<file path="config.mk">
export PLATFORM = sky130hd
export DESIGN_NAME = unaligned_transfer_splitter_unit
export DESIGN_NICKNAME = d
export VERILOG_FILES = /design/src/rtl/uts_pkg.sv /design/src/rtl/uts_front.sv /design/src/rtl/uts_queue.sv /design/src/rtl/uts_back.sv /design/src/rtl/unaligned_transfer_splitter_unit.sv
export VERILOG_INCLUDE_DIRS = /design/src /design/src/rtl
export SDC_FILE = /design/constraint.sdc
export NUM_CORES = 1
export LEC_CHECK = 0
export BUFFER_PORTS_ARGS = -buffer_cell sky130_fd_sc_hd__buf_2
export CAP_MARGIN = 20
export CORE_ASPECT_RATIO = 0.75
export CORE_MARGIN = 2
export CORE_UTILIZATION = 40
export CTS_BUF_LIST = sky130_fd_sc_hd__clkbuf_16
export CTS_CLUSTER_SIZE = 14
export DETAILED_ROUTE_END_ITERATION = 10
export PLACE_DENSITY = 0.55
export SLEW_MARGIN = 20
export SYNTH_ARGS = -nofsm -noshare
export SYNTH_HDL_FRONTEND = slang
export SYNTH_SLANG_ARGS = --single-unit
</file>
<file path="constraint.sdc">
create_clock -name clk -period 7.5 [get_ports clk]
set_input_delay 0.75 -clock clk [delete_from_list [all_inputs] [get_ports clk]]
set_output_delay 0.75 -clock clk [all_outputs]
set_load 0.01 [all_outputs]
</file>
<file path="src/rtl/assert_macros.svh">
// assertion macros shared by the splitter rtl
`ifndef ASSERT_MACROS_SVH
`define ASSERT_MACROS_SVH

// same-cycle implication, disabled while reset is asserted
`define ASSERT_IMP(name, clk, rst_n, ante, cons) \
	name: assert property (@(posedge clk) disable iff (!rst_n) (ante) |-> (cons)) \
		else $error("assertion failed");

// next-cycle implication, disabled while reset is asserted
`define ASSERT_NXT(name, clk, rst_n, ante, cons) \
	name: assert property (@(posedge clk) disable iff (!rst_n) (ante) |=> (cons)) \
		else $error("assertion failed");

`endif

</file>
<file path="src/rtl/uts_pkg.sv">
// package: codes, job descriptor and chunk helpers of the transfer splitter
package uts_pkg;

	localparam int LENGTH_WIDTH_DEF = 16;
	localparam int QUEUE_DEPTH_DEF  = 4;
	// widest length the job descriptor carries
	localparam int CNT_MAX_W        = 32;

	// address alignment bits
	localparam logic [1:0] ADDR_HALF_BIT = 2'h1;
	localparam logic [1:0] ADDR_WORD_BIT = 2'h2;

	typedef enum logic [1:0] {
		REQ_START = 2'd0,
		REQ_WDATA = 2'd1,
		REQ_COMPL = 2'd2
	} req_t;

	typedef enum logic [1:0] {
		OP_READ  = 2'd0,
		OP_WRITE = 2'd1,
		OP_ERASE = 2'd2
	} op_t;

	typedef enum logic [1:0] {
		KIND_RD_CMD  = 2'd0,
		KIND_WR_CMD  = 2'd1,
		KIND_RD_BYTE = 2'd2,
		KIND_DONE    = 2'd3
	} kind_t;

	typedef enum logic [1:0] {
		SIZE_BYTE = 2'd0,
		SIZE_HALF = 2'd1,
		SIZE_WORD = 2'd2
	} asize_t;

	// one unit of back-end work: read bytes, then a command, then done
	typedef struct packed {
		logic [2:0]           nbytes;
		logic [31:0]          rdata;
		logic                 cmd_v;
		kind_t                cmd_kind;
		asize_t               cmd_size;
		logic [31:0]          cmd_addr;
		logic [31:0]          cmd_word;
		logic                 done_v;
		logic [CNT_MAX_W-1:0] done_cnt;
	} job_t;

	// next access size in bytes from alignment and what is left
	function automatic logic [2:0] pick_chunk(input logic [1:0] addr_lo, input logic ge2,
			input logic ge4);
		logic [2:0] c;
		if ((addr_lo & ADDR_HALF_BIT) != 2'd0) begin
			c = 3'd1;
		end else if (ge2 && ((addr_lo & ADDR_WORD_BIT) != 2'd0)) begin
			c = 3'd2;
		end else if (ge4) begin
			c = 3'd4;
		end else if (ge2) begin
			c = 3'd2;
		end else begin
			c = 3'd1;
		end
		return c;
	endfunction

	function automatic asize_t size_code(input logic [2:0] chunk);
		asize_t s;
		if (chunk == 3'd4) begin
			s = SIZE_WORD;
		end else if (chunk == 3'd2) begin
			s = SIZE_HALF;
		end else begin
			s = SIZE_BYTE;
		end
		return s;
	endfunction

endpackage

</file>
<file path="src/rtl/uts_front.sv">
// front end: accepts requests, tracks transfer state and queues jobs
`include "assert_macros.svh"

module uts_front import uts_pkg::*; #(
	parameter int LENGTH_WIDTH = LENGTH_WIDTH_DEF
) (
	input  logic                    clk,
	input  logic                    arst_n,
	input  logic                    push,
	input  logic                    q_full,
	input  logic [1:0]              req_type,
	input  logic [1:0]              operation,
	input  logic [31:0]             start_address,
	input  logic [LENGTH_WIDTH-1:0] byte_count,
	input  logic [7:0]              data_byte,
	input  logic [31:0]             read_data,
	output logic                    q_push,
	output job_t                    q_job
);

	logic                    busy_q, busy_d;
	op_t                     mode_q, mode_d;
	logic [31:0]             addr_q, addr_d;
	logic [LENGTH_WIDTH-1:0] rem_q, rem_d;
	logic [LENGTH_WIDTH-1:0] total_q, total_d;
	logic [2:0]              chunk_q, chunk_d;
	logic [2:0]              held_q, held_d;
	logic [31:0]             pack_q, pack_d;

	logic                    accept;
	logic                    op_ok;
	logic [2:0]              st_chunk;
	logic [31:0]             adv_addr;
	logic [LENGTH_WIDTH-1:0] adv_rem;
	logic [2:0]              adv_chunk;
	logic [2:0]              held_inc;
	logic [31:0]             pack_new;
	logic                    do_adv;
	job_t                    job_d;
	logic                    job_v;

	assign accept = push && !q_full;
	assign op_ok  = (operation == OP_READ) || (operation == OP_WRITE) ||
		(operation == OP_ERASE);

	// alignment arithmetic for a new transfer and for stepping past a chunk
	assign st_chunk  = pick_chunk(start_address[1:0], byte_count >= LENGTH_WIDTH'(2),
		byte_count >= LENGTH_WIDTH'(4));
	assign adv_addr  = addr_q + 32'(chunk_q);
	assign adv_rem   = rem_q - LENGTH_WIDTH'(chunk_q);
	assign adv_chunk = pick_chunk(adv_addr[1:0], adv_rem >= LENGTH_WIDTH'(2),
		adv_rem >= LENGTH_WIDTH'(4));
	assign held_inc  = held_q + 3'd1;
	assign pack_new  = pack_q | (32'(data_byte) << {held_q[1:0], 3'b000});

	// request decode and next state
	always_comb begin
		busy_d  = busy_q;
		mode_d  = mode_q;
		addr_d  = addr_q;
		rem_d   = rem_q;
		total_d = total_q;
		chunk_d = chunk_q;
		held_d  = held_q;
		pack_d  = pack_q;
		job_d   = '0;
		job_v   = 1'b0;
		do_adv  = 1'b0;
		if (accept) begin
			unique case (req_type)
				REQ_START: begin
					if (op_ok) begin
						mode_d  = op_t'(operation);
						addr_d  = start_address;
						rem_d   = byte_count;
						total_d = byte_count;
						held_d  = 3'd0;
						pack_d  = 32'd0;
						if (byte_count == '0) begin
							busy_d        = 1'b0;
							chunk_d       = 3'd0;
							job_v         = 1'b1;
							job_d.done_v  = 1'b1;
						end else begin
							busy_d         = 1'b1;
							chunk_d        = st_chunk;
							job_d.cmd_addr = start_address;
							job_d.cmd_size = size_code(st_chunk);
							if (operation == OP_READ) begin
								job_v          = 1'b1;
								job_d.cmd_v    = 1'b1;
								job_d.cmd_kind = KIND_RD_CMD;
							end else if (operation == OP_ERASE) begin
								job_v          = 1'b1;
								job_d.cmd_v    = 1'b1;
								job_d.cmd_kind = KIND_WR_CMD;
							end
						end
					end
				end
				REQ_WDATA: begin
					if (busy_q && mode_q == OP_WRITE) begin
						pack_d = pack_new;
						held_d = held_inc;
						if (held_inc >= chunk_q) begin
							job_v          = 1'b1;
							job_d.cmd_v    = 1'b1;
							job_d.cmd_kind = KIND_WR_CMD;
							job_d.cmd_addr = addr_q;
							job_d.cmd_size = size_code(chunk_q);
							job_d.cmd_word = pack_new;
							do_adv         = 1'b1;
						end
					end
				end
				REQ_COMPL: begin
					if (busy_q && mode_q != OP_WRITE) begin
						if (mode_q == OP_READ) begin
							job_d.nbytes = chunk_q;
							job_d.rdata  = read_data;
						end
						do_adv = 1'b1;
					end
				end
				default: begin
				end
			endcase
		end

		// step past the finished chunk: done or the next access
		if (do_adv) begin
			addr_d = adv_addr;
			rem_d  = adv_rem;
			pack_d = 32'd0;
			held_d = 3'd0;
			job_v  = 1'b1;
			if (adv_rem == '0) begin
				busy_d         = 1'b0;
				chunk_d        = 3'd0;
				job_d.done_v   = 1'b1;
				job_d.done_cnt = CNT_MAX_W'(total_q);
			end else begin
				chunk_d = adv_chunk;
				if (mode_q != OP_WRITE) begin
					job_d.cmd_v    = 1'b1;
					job_d.cmd_kind = (mode_q == OP_READ) ? KIND_RD_CMD : KIND_WR_CMD;
					job_d.cmd_addr = adv_addr;
					job_d.cmd_size = size_code(adv_chunk);
				end
			end
		end
	end

	assign q_push = job_v;
	assign q_job  = job_d;

	// transfer state
	always_ff @(posedge clk or negedge arst_n) begin
		if (!arst_n) begin
			busy_q  <= 1'b0;
			mode_q  <= OP_READ;
			addr_q  <= 32'd0;
			rem_q   <= '0;
			total_q <= '0;
			chunk_q <= 3'd0;
			held_q  <= 3'd0;
			pack_q  <= 32'd0;
		end else begin
			busy_q  <= busy_d;
			mode_q  <= mode_d;
			addr_q  <= addr_d;
			rem_q   <= rem_d;
			total_q <= total_d;
			chunk_q <= chunk_d;
			held_q  <= held_d;
			pack_q  <= pack_d;
		end
	end

	`ASSERT_IMP(a_busy_has_work, clk, arst_n, busy_q, (chunk_q != 3'd0) && (rem_q != '0))

endmodule

</file>
<file path="src/rtl/uts_queue.sv">
// job queue between front end and back end
`include "assert_macros.svh"

module uts_queue import uts_pkg::*; #(
	parameter int DEPTH = QUEUE_DEPTH_DEF
) (
	input  logic clk,
	input  logic arst_n,
	input  logic push,
	input  job_t wdata,
	output logic full,
	input  logic pop,
	output job_t rdata,
	output logic empty
);

	localparam int PTR_W = (DEPTH > 1) ? $clog2(DEPTH) : 1;
	localparam int CNT_W = $clog2(DEPTH + 1);

	job_t             mem_q [DEPTH];
	logic [PTR_W-1:0] wr_q;
	logic [PTR_W-1:0] rd_q;
	logic [CNT_W-1:0] cnt_q;
	logic             do_push;
	logic             do_pop;

	assign full    = (cnt_q == CNT_W'(DEPTH));
	assign empty   = (cnt_q == '0);
	assign do_push = push && !full;
	assign do_pop  = pop && !empty;
	assign rdata   = mem_q[rd_q];

	// entry storage
	always_ff @(posedge clk) begin
		if (do_push) begin
			mem_q[wr_q] <= wdata;
		end
	end

	// pointers and fill count
	always_ff @(posedge clk or negedge arst_n) begin
		if (!arst_n) begin
			wr_q  <= '0;
			rd_q  <= '0;
			cnt_q <= '0;
		end else begin
			if (do_push) begin
				wr_q <= (wr_q == PTR_W'(DEPTH - 1)) ? '0 : wr_q + 1'b1;
			end
			if (do_pop) begin
				rd_q <= (rd_q == PTR_W'(DEPTH - 1)) ? '0 : rd_q + 1'b1;
			end
			if (do_push && !do_pop) begin
				cnt_q <= cnt_q + 1'b1;
			end else if (do_pop && !do_push) begin
				cnt_q <= cnt_q - 1'b1;
			end
		end
	end

	`ASSERT_IMP(a_cnt_in_range, clk, arst_n, 1'b1, cnt_q <= CNT_W'(DEPTH))
	`ASSERT_NXT(a_push_fills, clk, arst_n, do_push && !do_pop, !empty)

endmodule

</file>
<file path="src/rtl/uts_back.sv">
// back end: expands queued jobs into results, one per cycle while each result is popped
`include "assert_macros.svh"

module uts_back import uts_pkg::*; #(
	parameter int LENGTH_WIDTH = LENGTH_WIDTH_DEF
) (
	input  logic                    clk,
	input  logic                    arst_n,
	input  job_t                    q_job,
	input  logic                    q_empty,
	output logic                    q_pop,
	output logic                    empty,
	input  logic                    pop,
	output logic [1:0]              result_kind,
	output logic [31:0]             bus_address,
	output logic [1:0]              access_size,
	output logic [31:0]             write_word,
	output logic [7:0]              out_byte,
	output logic [LENGTH_WIDTH-1:0] moved_count,
	output logic                    last
);

	logic                    out_v_q;
	logic [2:0]              idx_q;
	kind_t                   kind_q;
	logic [31:0]             addr_q;
	asize_t                  size_q;
	logic [31:0]             word_q;
	logic [7:0]              byte_q;
	logic [LENGTH_WIDTH-1:0] cnt_q;
	logic                    last_q;

	logic                    load;
	logic [2:0]              njobres;
	logic                    is_byte;
	logic                    is_cmd;
	logic                    is_last;
	kind_t                   kind_n;
	logic [31:0]             addr_n;
	asize_t                  size_n;
	logic [31:0]             word_n;
	logic [7:0]              byte_n;
	logic [LENGTH_WIDTH-1:0] cnt_n;

	// output register refills when empty or when its transfer completes
	assign load    = !q_empty && (!out_v_q || pop);
	assign njobres = q_job.nbytes + {2'b00, q_job.cmd_v} + {2'b00, q_job.done_v};
	assign is_byte = idx_q < q_job.nbytes;
	assign is_cmd  = !is_byte && q_job.cmd_v && (idx_q == q_job.nbytes);
	assign is_last = (idx_q == njobres - 3'd1);
	assign q_pop   = load && is_last;

	// select the result at the current position in the job
	always_comb begin
		addr_n = 32'd0;
		size_n = SIZE_BYTE;
		word_n = 32'd0;
		byte_n = 8'd0;
		cnt_n  = '0;
		if (is_byte) begin
			kind_n = KIND_RD_BYTE;
			byte_n = q_job.rdata[{idx_q[1:0], 3'b000} +: 8];
		end else if (is_cmd) begin
			kind_n = q_job.cmd_kind;
			addr_n = q_job.cmd_addr;
			size_n = q_job.cmd_size;
			word_n = q_job.cmd_word;
		end else begin
			kind_n = KIND_DONE;
			cnt_n  = q_job.done_cnt[LENGTH_WIDTH-1:0];
		end
	end

	// valid flag and position within the head job
	always_ff @(posedge clk or negedge arst_n) begin
		if (!arst_n) begin
			out_v_q <= 1'b0;
			idx_q   <= 3'd0;
		end else begin
			if (load) begin
				out_v_q <= 1'b1;
				idx_q   <= is_last ? 3'd0 : idx_q + 3'd1;
			end else if (pop) begin
				out_v_q <= 1'b0;
			end
		end
	end

	// result payload
	always_ff @(posedge clk) begin
		if (load) begin
			kind_q <= kind_n;
			addr_q <= addr_n;
			size_q <= size_n;
			word_q <= word_n;
			byte_q <= byte_n;
			cnt_q  <= cnt_n;
			last_q <= is_last;
		end
	end

	assign empty       = !out_v_q;
	assign result_kind = kind_q;
	assign bus_address = addr_q;
	assign access_size = size_q;
	assign write_word  = word_q;
	assign out_byte    = byte_q;
	assign moved_count = cnt_q;
	assign last        = last_q;

	`ASSERT_IMP(a_mid_job_has_head, clk, arst_n, idx_q != 3'd0, !q_empty)

endmodule

</file>
<file path="src/rtl/unaligned_transfer_splitter_unit.sv">
// Unaligned transfer splitter: turns start, write-byte and completion requests into bus
// commands, read bytes and done results. The input side takes one request per cycle while
// the job queue has room; each request becomes at most one job holding up to five results
// (a read completion gives up to four bytes plus the next command or done). The result side
// delivers one result per cycle while each result is popped, so the output transfer rate
// sets sustained throughput. An accepted request's job goes into the queue and then into
// the output register before its first result shows. The queue holds QUEUE_DEPTH jobs
// (at least 2); LENGTH_WIDTH (8 to 32) sets the width of byte_count and moved_count.

module unaligned_transfer_splitter_unit import uts_pkg::*; #(
	parameter int LENGTH_WIDTH = LENGTH_WIDTH_DEF,
	parameter int QUEUE_DEPTH  = QUEUE_DEPTH_DEF
) (
	input  logic                    clk,
	input  logic                    arst_n,
	input  logic                    push,
	output logic                    full,
	input  logic [1:0]              req_type,
	input  logic [1:0]              operation,
	input  logic [31:0]             start_address,
	input  logic [LENGTH_WIDTH-1:0] byte_count,
	input  logic [7:0]              data_byte,
	input  logic [31:0]             read_data,
	output logic                    empty,
	input  logic                    pop,
	output logic [1:0]              result_kind,
	output logic [31:0]             bus_address,
	output logic [1:0]              access_size,
	output logic [31:0]             write_word,
	output logic [7:0]              out_byte,
	output logic [LENGTH_WIDTH-1:0] moved_count,
	output logic                    last
);

	logic q_push;
	logic q_full;
	logic q_pop;
	logic q_empty;
	job_t job_in;
	job_t job_head;

	assign full = q_full;

	// request decode and transfer state
	uts_front #(
		.LENGTH_WIDTH(LENGTH_WIDTH)
	) u_front (
		.clk          (clk),
		.arst_n       (arst_n),
		.push         (push),
		.q_full       (q_full),
		.req_type     (req_type),
		.operation    (operation),
		.start_address(start_address),
		.byte_count   (byte_count),
		.data_byte    (data_byte),
		.read_data    (read_data),
		.q_push       (q_push),
		.q_job        (job_in)
	);

	// decoupling queue
	uts_queue #(
		.DEPTH(QUEUE_DEPTH)
	) u_queue (
		.clk   (clk),
		.arst_n(arst_n),
		.push  (q_push),
		.wdata (job_in),
		.full  (q_full),
		.pop   (q_pop),
		.rdata (job_head),
		.empty (q_empty)
	);

	// result sequencing
	uts_back #(
		.LENGTH_WIDTH(LENGTH_WIDTH)
	) u_back (
		.clk        (clk),
		.arst_n     (arst_n),
		.q_job      (job_head),
		.q_empty    (q_empty),
		.q_pop      (q_pop),
		.empty      (empty),
		.pop        (pop),
		.result_kind(result_kind),
		.bus_address(bus_address),
		.access_size(access_size),
		.write_word (write_word),
		.out_byte   (out_byte),
		.moved_count(moved_count),
		.last       (last)
	);

endmodule
</file>
Yosys cells after proc, flatten, opt, wreduce, memory -nomap -nowiden. Memory sizes are Yosys's and may differ from the RTL's. Index checks and enable logic that the tools add are counted.

Logic and storage cells: 188. Memory bits (writable): 548. Memories kept: 1. Output and inout port bits: 95. Register bits: 209. Bits of input ports: 96.

Memories: u_queue.mem_q (words 4, bits a word 137, read ports 1, clocked after Yosys merged registers in 0, write ports 1, line uts_queue.sv:20) `job_t mem_q [DEPTH];`.

Mux-type cells: 87. Shifts and indexed selects: 2. $lt $le $gt $ge: 6. Bitwise logic cells: 2. Add/subtract/negate cells: 11. Reductions and logical operators: 39. Equality and inequality tests: 19.

Operators with widths (number): 32-bit two-way mux (9); 37-bit two-way mux (5); 69-bit two-way mux (2); 105-bit two-way mux (1); 35-bit two-way mux (3); 37-bit one-hot mux with 2 select lines (1); 33-bit two-way mux (2); 16-bit two-way mux (4); 32-bit one-hot mux with 2 select lines (1); 3-bit two-way mux (21); 32-bit by 3-bit adder with 32-bit output (1); 16-bit by 2-bit greater-or-equal comparator with 1-bit output, second input constant (2); 16-bit by 3-bit greater-or-equal comparator with 1-bit output, second input constant (2); 16-bit logical NOT (2); 32-bit OR (1); 32-bit by 6-bit indexed part select with 8-bit output (1); 8-bit by 5-bit left shift with 32-bit output (1); 1-bit two-way mux (28); 16-bit by 3-bit subtractor with 16-bit output (1); 2-bit two-way mux (7); 1-bit logical AND (13); 3-bit == test, second input constant (4); 2-bit nonzero test (5); 3-bit by 1-bit adder with 3-bit output, second input constant (3); other kinds (22) (46).

Logic depth before layout (Yosys ltp).
Depth after elaboration: 15. Depth in mapped cells: 22. Depth with buffers taken out: 17.

By module. A second synthesis with hierarchy kept.

Cell total of the unflattened synthesis: 2024. Area, all modules: 32062.0 µm².

Modules (own cells, without submodules): uts_queue (area each 20218.1 µm², times used 1, cells an instance 753, sequential area each 16631.0 µm²); uts_front (area each 7782.5 µm², times used 1, cells an instance 1020, sequential area each 2627.5 µm²); uts_back (area each 4061.4 µm², times used 1, cells an instance 251, sequential area each 2892.8 µm²).

Least setup slack after synthesis. No wires, ideal clock.

Path kind: input port to flip-flop. Start point: in req_type[1]. End point: mem u_queue.mem_q[0][0] (netlist bit), enable pin. Stages on the path: 8. Arrival: 4909 ps. Setup time: 493 ps. Data required time: 7007 ps. Path buffers: 1. Path slack: 2098 ps. Cell sequence: inv_1 -> ha_1 -> nand3_1 -> o22ai_1 -> nand2_1 -> clkbuf_1 -> nand2_1 -> and2_1.

Cells in the longest elaborated chain, start to end: 7. Elaborated cells between the ends (all ways): 11. Classes of those cells: eq/ne (2); mux (7); reduce/logical (2).

RTL lines: start: declaration (line unaligned_transfer_splitter_unit.sv:18) `input logic [1:0] req_type,`; 2-bit by 1-bit == test with 1-bit output, or another cell as far along (line uts_front.sv:70) `unique case (req_type)`; 1-bit one-hot mux with 2 select lines (line uts_front.sv:70); 1-bit two-way mux (line uts_front.sv:69) `if (accept) begin`; 1-bit two-way mux (*) (line uts_front.sv:131) `if (do_adv) begin`; 1-bit logical AND (*) (line uts_queue.sv:29) `assign do_push = push && !full;`; via u_queue.do_push (line uts_queue.sv:24) `logic do_push;`; 1-bit two-way mux (*) (line uts_queue.sv:35) `if (do_push) begin`; 1-bit two-way mux (not written as such) (*) (line uts_queue.sv:36) `mem_q[wr_q] <= wdata;`; end: declaration (line uts_queue.sv:20).

Mark *: on every way through the listed nets, which the timed path passes. The rest lies on a longest branch.

==> reports/qor.yml <==
status:
  outcome: "finished, final reports clean"
detailed_routing:
  drc_errors: 0
  vias: 17500
  drtPass1Iterations: 6
  totalWireLength_um: 72400
  ant_nets: 0
  wl_per_cell_um: 23.4
  drt_iter0_markers: 1634
  avgViaCountPerCell: 5.67
grt:
  antenna_found_initial: 2
  track_usage_pct: 19.4
  grt_max_degree: 77
  grt_pass1_wl_um: 110000
  grt.overflow.total: 0
  first_global_vias: 17500
layout:
  syn_to_final_growth_pct: 14.7
  drive_above_1_share_pct: 22.8
  stdcell_count: 3093
  fillers: 6228
  nets: 2203
place:
  gp_congestion: 0.849
  port_buffers: 190
  dp.cells: 2961
  dpl.hpwl_um: 44000
pwr:
  p_sw_uw: 3690
  swShare_pct: 31.3
  p_leak_uw: 0.0121
  intPower_uw: 8120
  power_frac_comb_pct: 25.6
  vdd_ir_drop_max_mv: 0.206
  pwr-share-seq_pct: 45.1
  clockPowerShare_pct: 29.3
  pwr_density_cell_nw_per_um2: 351
synth:
  synth_fp_nets: 2038
  synth_top_cells_by_count: "edfxtp_1, nand2_1, mux4_2, dfrtp_1, nor2_1"
  ys_seq_area_share_pct: 68.5
  avgSynthCellArea_um2: 15.3
  syn-cell-area_um2: 29300
  ys_warn_count: 0
  synth_edf_count: 573
  async_flop_share_pct: 16.8
  ys_types: 69
  ys_top_cells_by_area: "edfxtp_1, dfrtp_1, mux4_2"
  ys_seq_elements: 689
  postSynthCellCount: 1912
  yosysMostFrequentCell: "edfxtp_1"
  netlist.area_leader.share_pct: 58.6
  ys.flop_type: "edfxtp_1"
  synth_area_leader_cell: "edfxtp_1"
sta:
  period_minus_slack_ps: 4870
  rsz0062_at_grt: "false"
  finClkSkew_ps: 30.8
  hold_violations: 0
  fmax_mhz: 205
  fin_crit_sh_pct: 64.9
  setup_viol_count_final: 0
  slew_headroom_pct: 21.3
  fin_tns_setup_ps: 0
  finalMaxSlewViolations: 0
  worstMarginPinSlew_ps: 1180
clock_tree:
  cts.htree.levels: 3
  path_clk_slew_ps: 70
  clk_latency_ps: 630
  clock_sinks: 689
  cts_buffers: 71
  cts_root_buf: "clkbuf_16"
  cts_resized: 0
  cts_tree: "done"
  clock_path_buffers: 3
  cts_hold_buffers: 0
  postCtsSetupRepairBufs: 0
die:
  row_count: 85
  ioPinCount: 191
  start_util_pct: 40.6
  fp.dieW_um: 317
  dieArea_um2: 75600
  die_y_um: 239
  core_um2: 72200
worst_setup_path:
  arrival_ps: 5310
  cp_top_family: "compound AO/OA/AOI/OAI gates"
  critPathKind: "reg2reg"
  critPathLaunchType: "flop"
  crit_fanout: 25
  crit_required_ps: 7940
  setup.worst_path.end_class: "flop"
  max_stage_delay_ps: 1070
  rrSetupSlack_ps: 2630
  crit_chain: "inv_1, ha_1, nor2b_1, o21ai_0, nand2_1, a221oi_1, nand3_1, a21boi_4, a221o_1"
  slowest_stage: "a21boi_4"
  cp_num_buf_inv: 1
hold_path:
  hp-class: "in2async"
flow_run:
  drv_cap: 0
kinds of logic after synthesis:
| kind of cell | count (synthesis) | share of synthesized area (%) |
|---|---|---|
| DFF | 689 | 68.5 |
| and+or+nand+nor | 598 | 10.4 |
| AOI/OAI and AO/OA | 291 | 7.04 |
| buffers and inverters | 154 | 2.08 |
| muxes | 138 | 10.2 |
| adders and majority gates | 30 | 1.38 |
| xor gates and xnor gates | 12 | 0.358 |
metal layers:
metal,GRT usage [%],routed length (um),vias to the layer above
met5,0,8,-
met4,5.25,1540,2
met3,4.17,4570,90
met2,29.0,32600,584
met1,28.6,33700,9055
li1,-,-,7794
cell type report:
cell class | count | area (um^2) | area share, %
multi-input combinational | 1069 | 8720 | 25.9
tap | 957 | 1200 | 3.56
clock inverter | 59 | 494 | 1.47
antenna | 1 | 2.50 | 0.00744
clock buffer | 72 | 1800 | 5.35
sequential | 689 | 20100 | 59.8
timing repair buffer | 217 | 1210 | 3.60
inverter | 29 | 111 | 0.331
metrics by stage:
| step | area, um^2 | util (%) | power, uW | hold slack, ps | setup WS [ps] |
|---|---|---|---|---|---|
| 6_report | 33700 | 46.6 | 11800 | 220 | 2630 |
| 5_1_grt | 33600 | 46.6 | 12400 | 282 | 2340 |
| 4_1_cts | 33600 | 46.6 | 11900 | 232 | 2720 |
| 3_5_place_dp | 31300 | 43.4 | 8450 | 455 | 2770 |
| 3_3_place_gp | 31300 | 43.4 | 8420 | 455 | 2830 |
| 2_1_floorplan | 29300 | - | 7410 | 437 | 2100 |
layout by cell type, fill, tap and decap left out, drive strengths merged, types with 32 or more instances in the layout:
cell | Yosys | routed
nor2b | 83 | 83
nor2 | 112 | 112
clkbuf | 99 | 72
nor3 | 38 | 38
a41oi | 32 | 32
mux4 | 128 | 128
a21oi | 63 | 63
dfrtp | 116 | 116
nand3 | 55 | 55
nand2 | 129 | 129
inv | 29 | 44
clkinv | 0 | 32
and3 | 34 | 34
o21ai | 51 | 51
and2 | 64 | 64
buf | 26 | 217
edfxtp | 573 | 573
final timing paths:
| path | start | end | cells after the start |
|---|---|---|---|
| worst max-delay path | u_front.chunk_q[1]$_DFFE_PN0P_ | u_queue.mem_q[3][92]$_DFFE_PP_ | 9 |
| worst min-delay path | arst_n | u_front.addr_q[18]$_DFFE_PN0P_ | 1 |
| worst max register to register | u_front.chunk_q[1]$_DFFE_PN0P_ | u_queue.mem_q[3][92]$_DFFE_PP_ | 9 |
| worst min register to register | u_front.total_q[2]$_DFFE_PN0P_ | u_front.total_q[2]$_DFFE_PN0P_ | 2 |
| max in group asynchronous | arst_n | u_queue.rd_q[0]$_DFFE_PN0P_ | 2 |
| min in group clk | byte_count[12] | u_front.total_q[12]$_DFFE_PN0P_ | 3 |
worst reg2reg max path, cell delays in order, from the launching register on:
cell      delay [ps]
dfrtp_1          500
inv_1            150
ha_1             310
nor2b_1          190
o21ai_0          500
nand2_1          350
a221oi_1         490
nand3_1          740
a21boi_4        1080
a221o_1          380
power by group through the flow:
stage	Clock (uW)	Sequential (uW)	Combinational, uW
after global placement	0	5390	3030
final	3460	5330	3020
after CTS	3540	5330	3060
after global routing	3700	5410	3320
after detailed placement	0	5410	3050
after floorplan	0	5220	2190
registers in the layout (all words and copies together), names as in the netlist, 8 cells and up:
name	count
u_queue.mem_q	480
u_back.write_word	32
u_back.moved_count	16
u_front.rem_q	16
u_back.out_byte	8
u_front.total_q	16
u_back.bus_address	32
u_front.pack_q	32
u_front.addr_q	32
No activity file was read; power rests on OpenSTA's default activity.
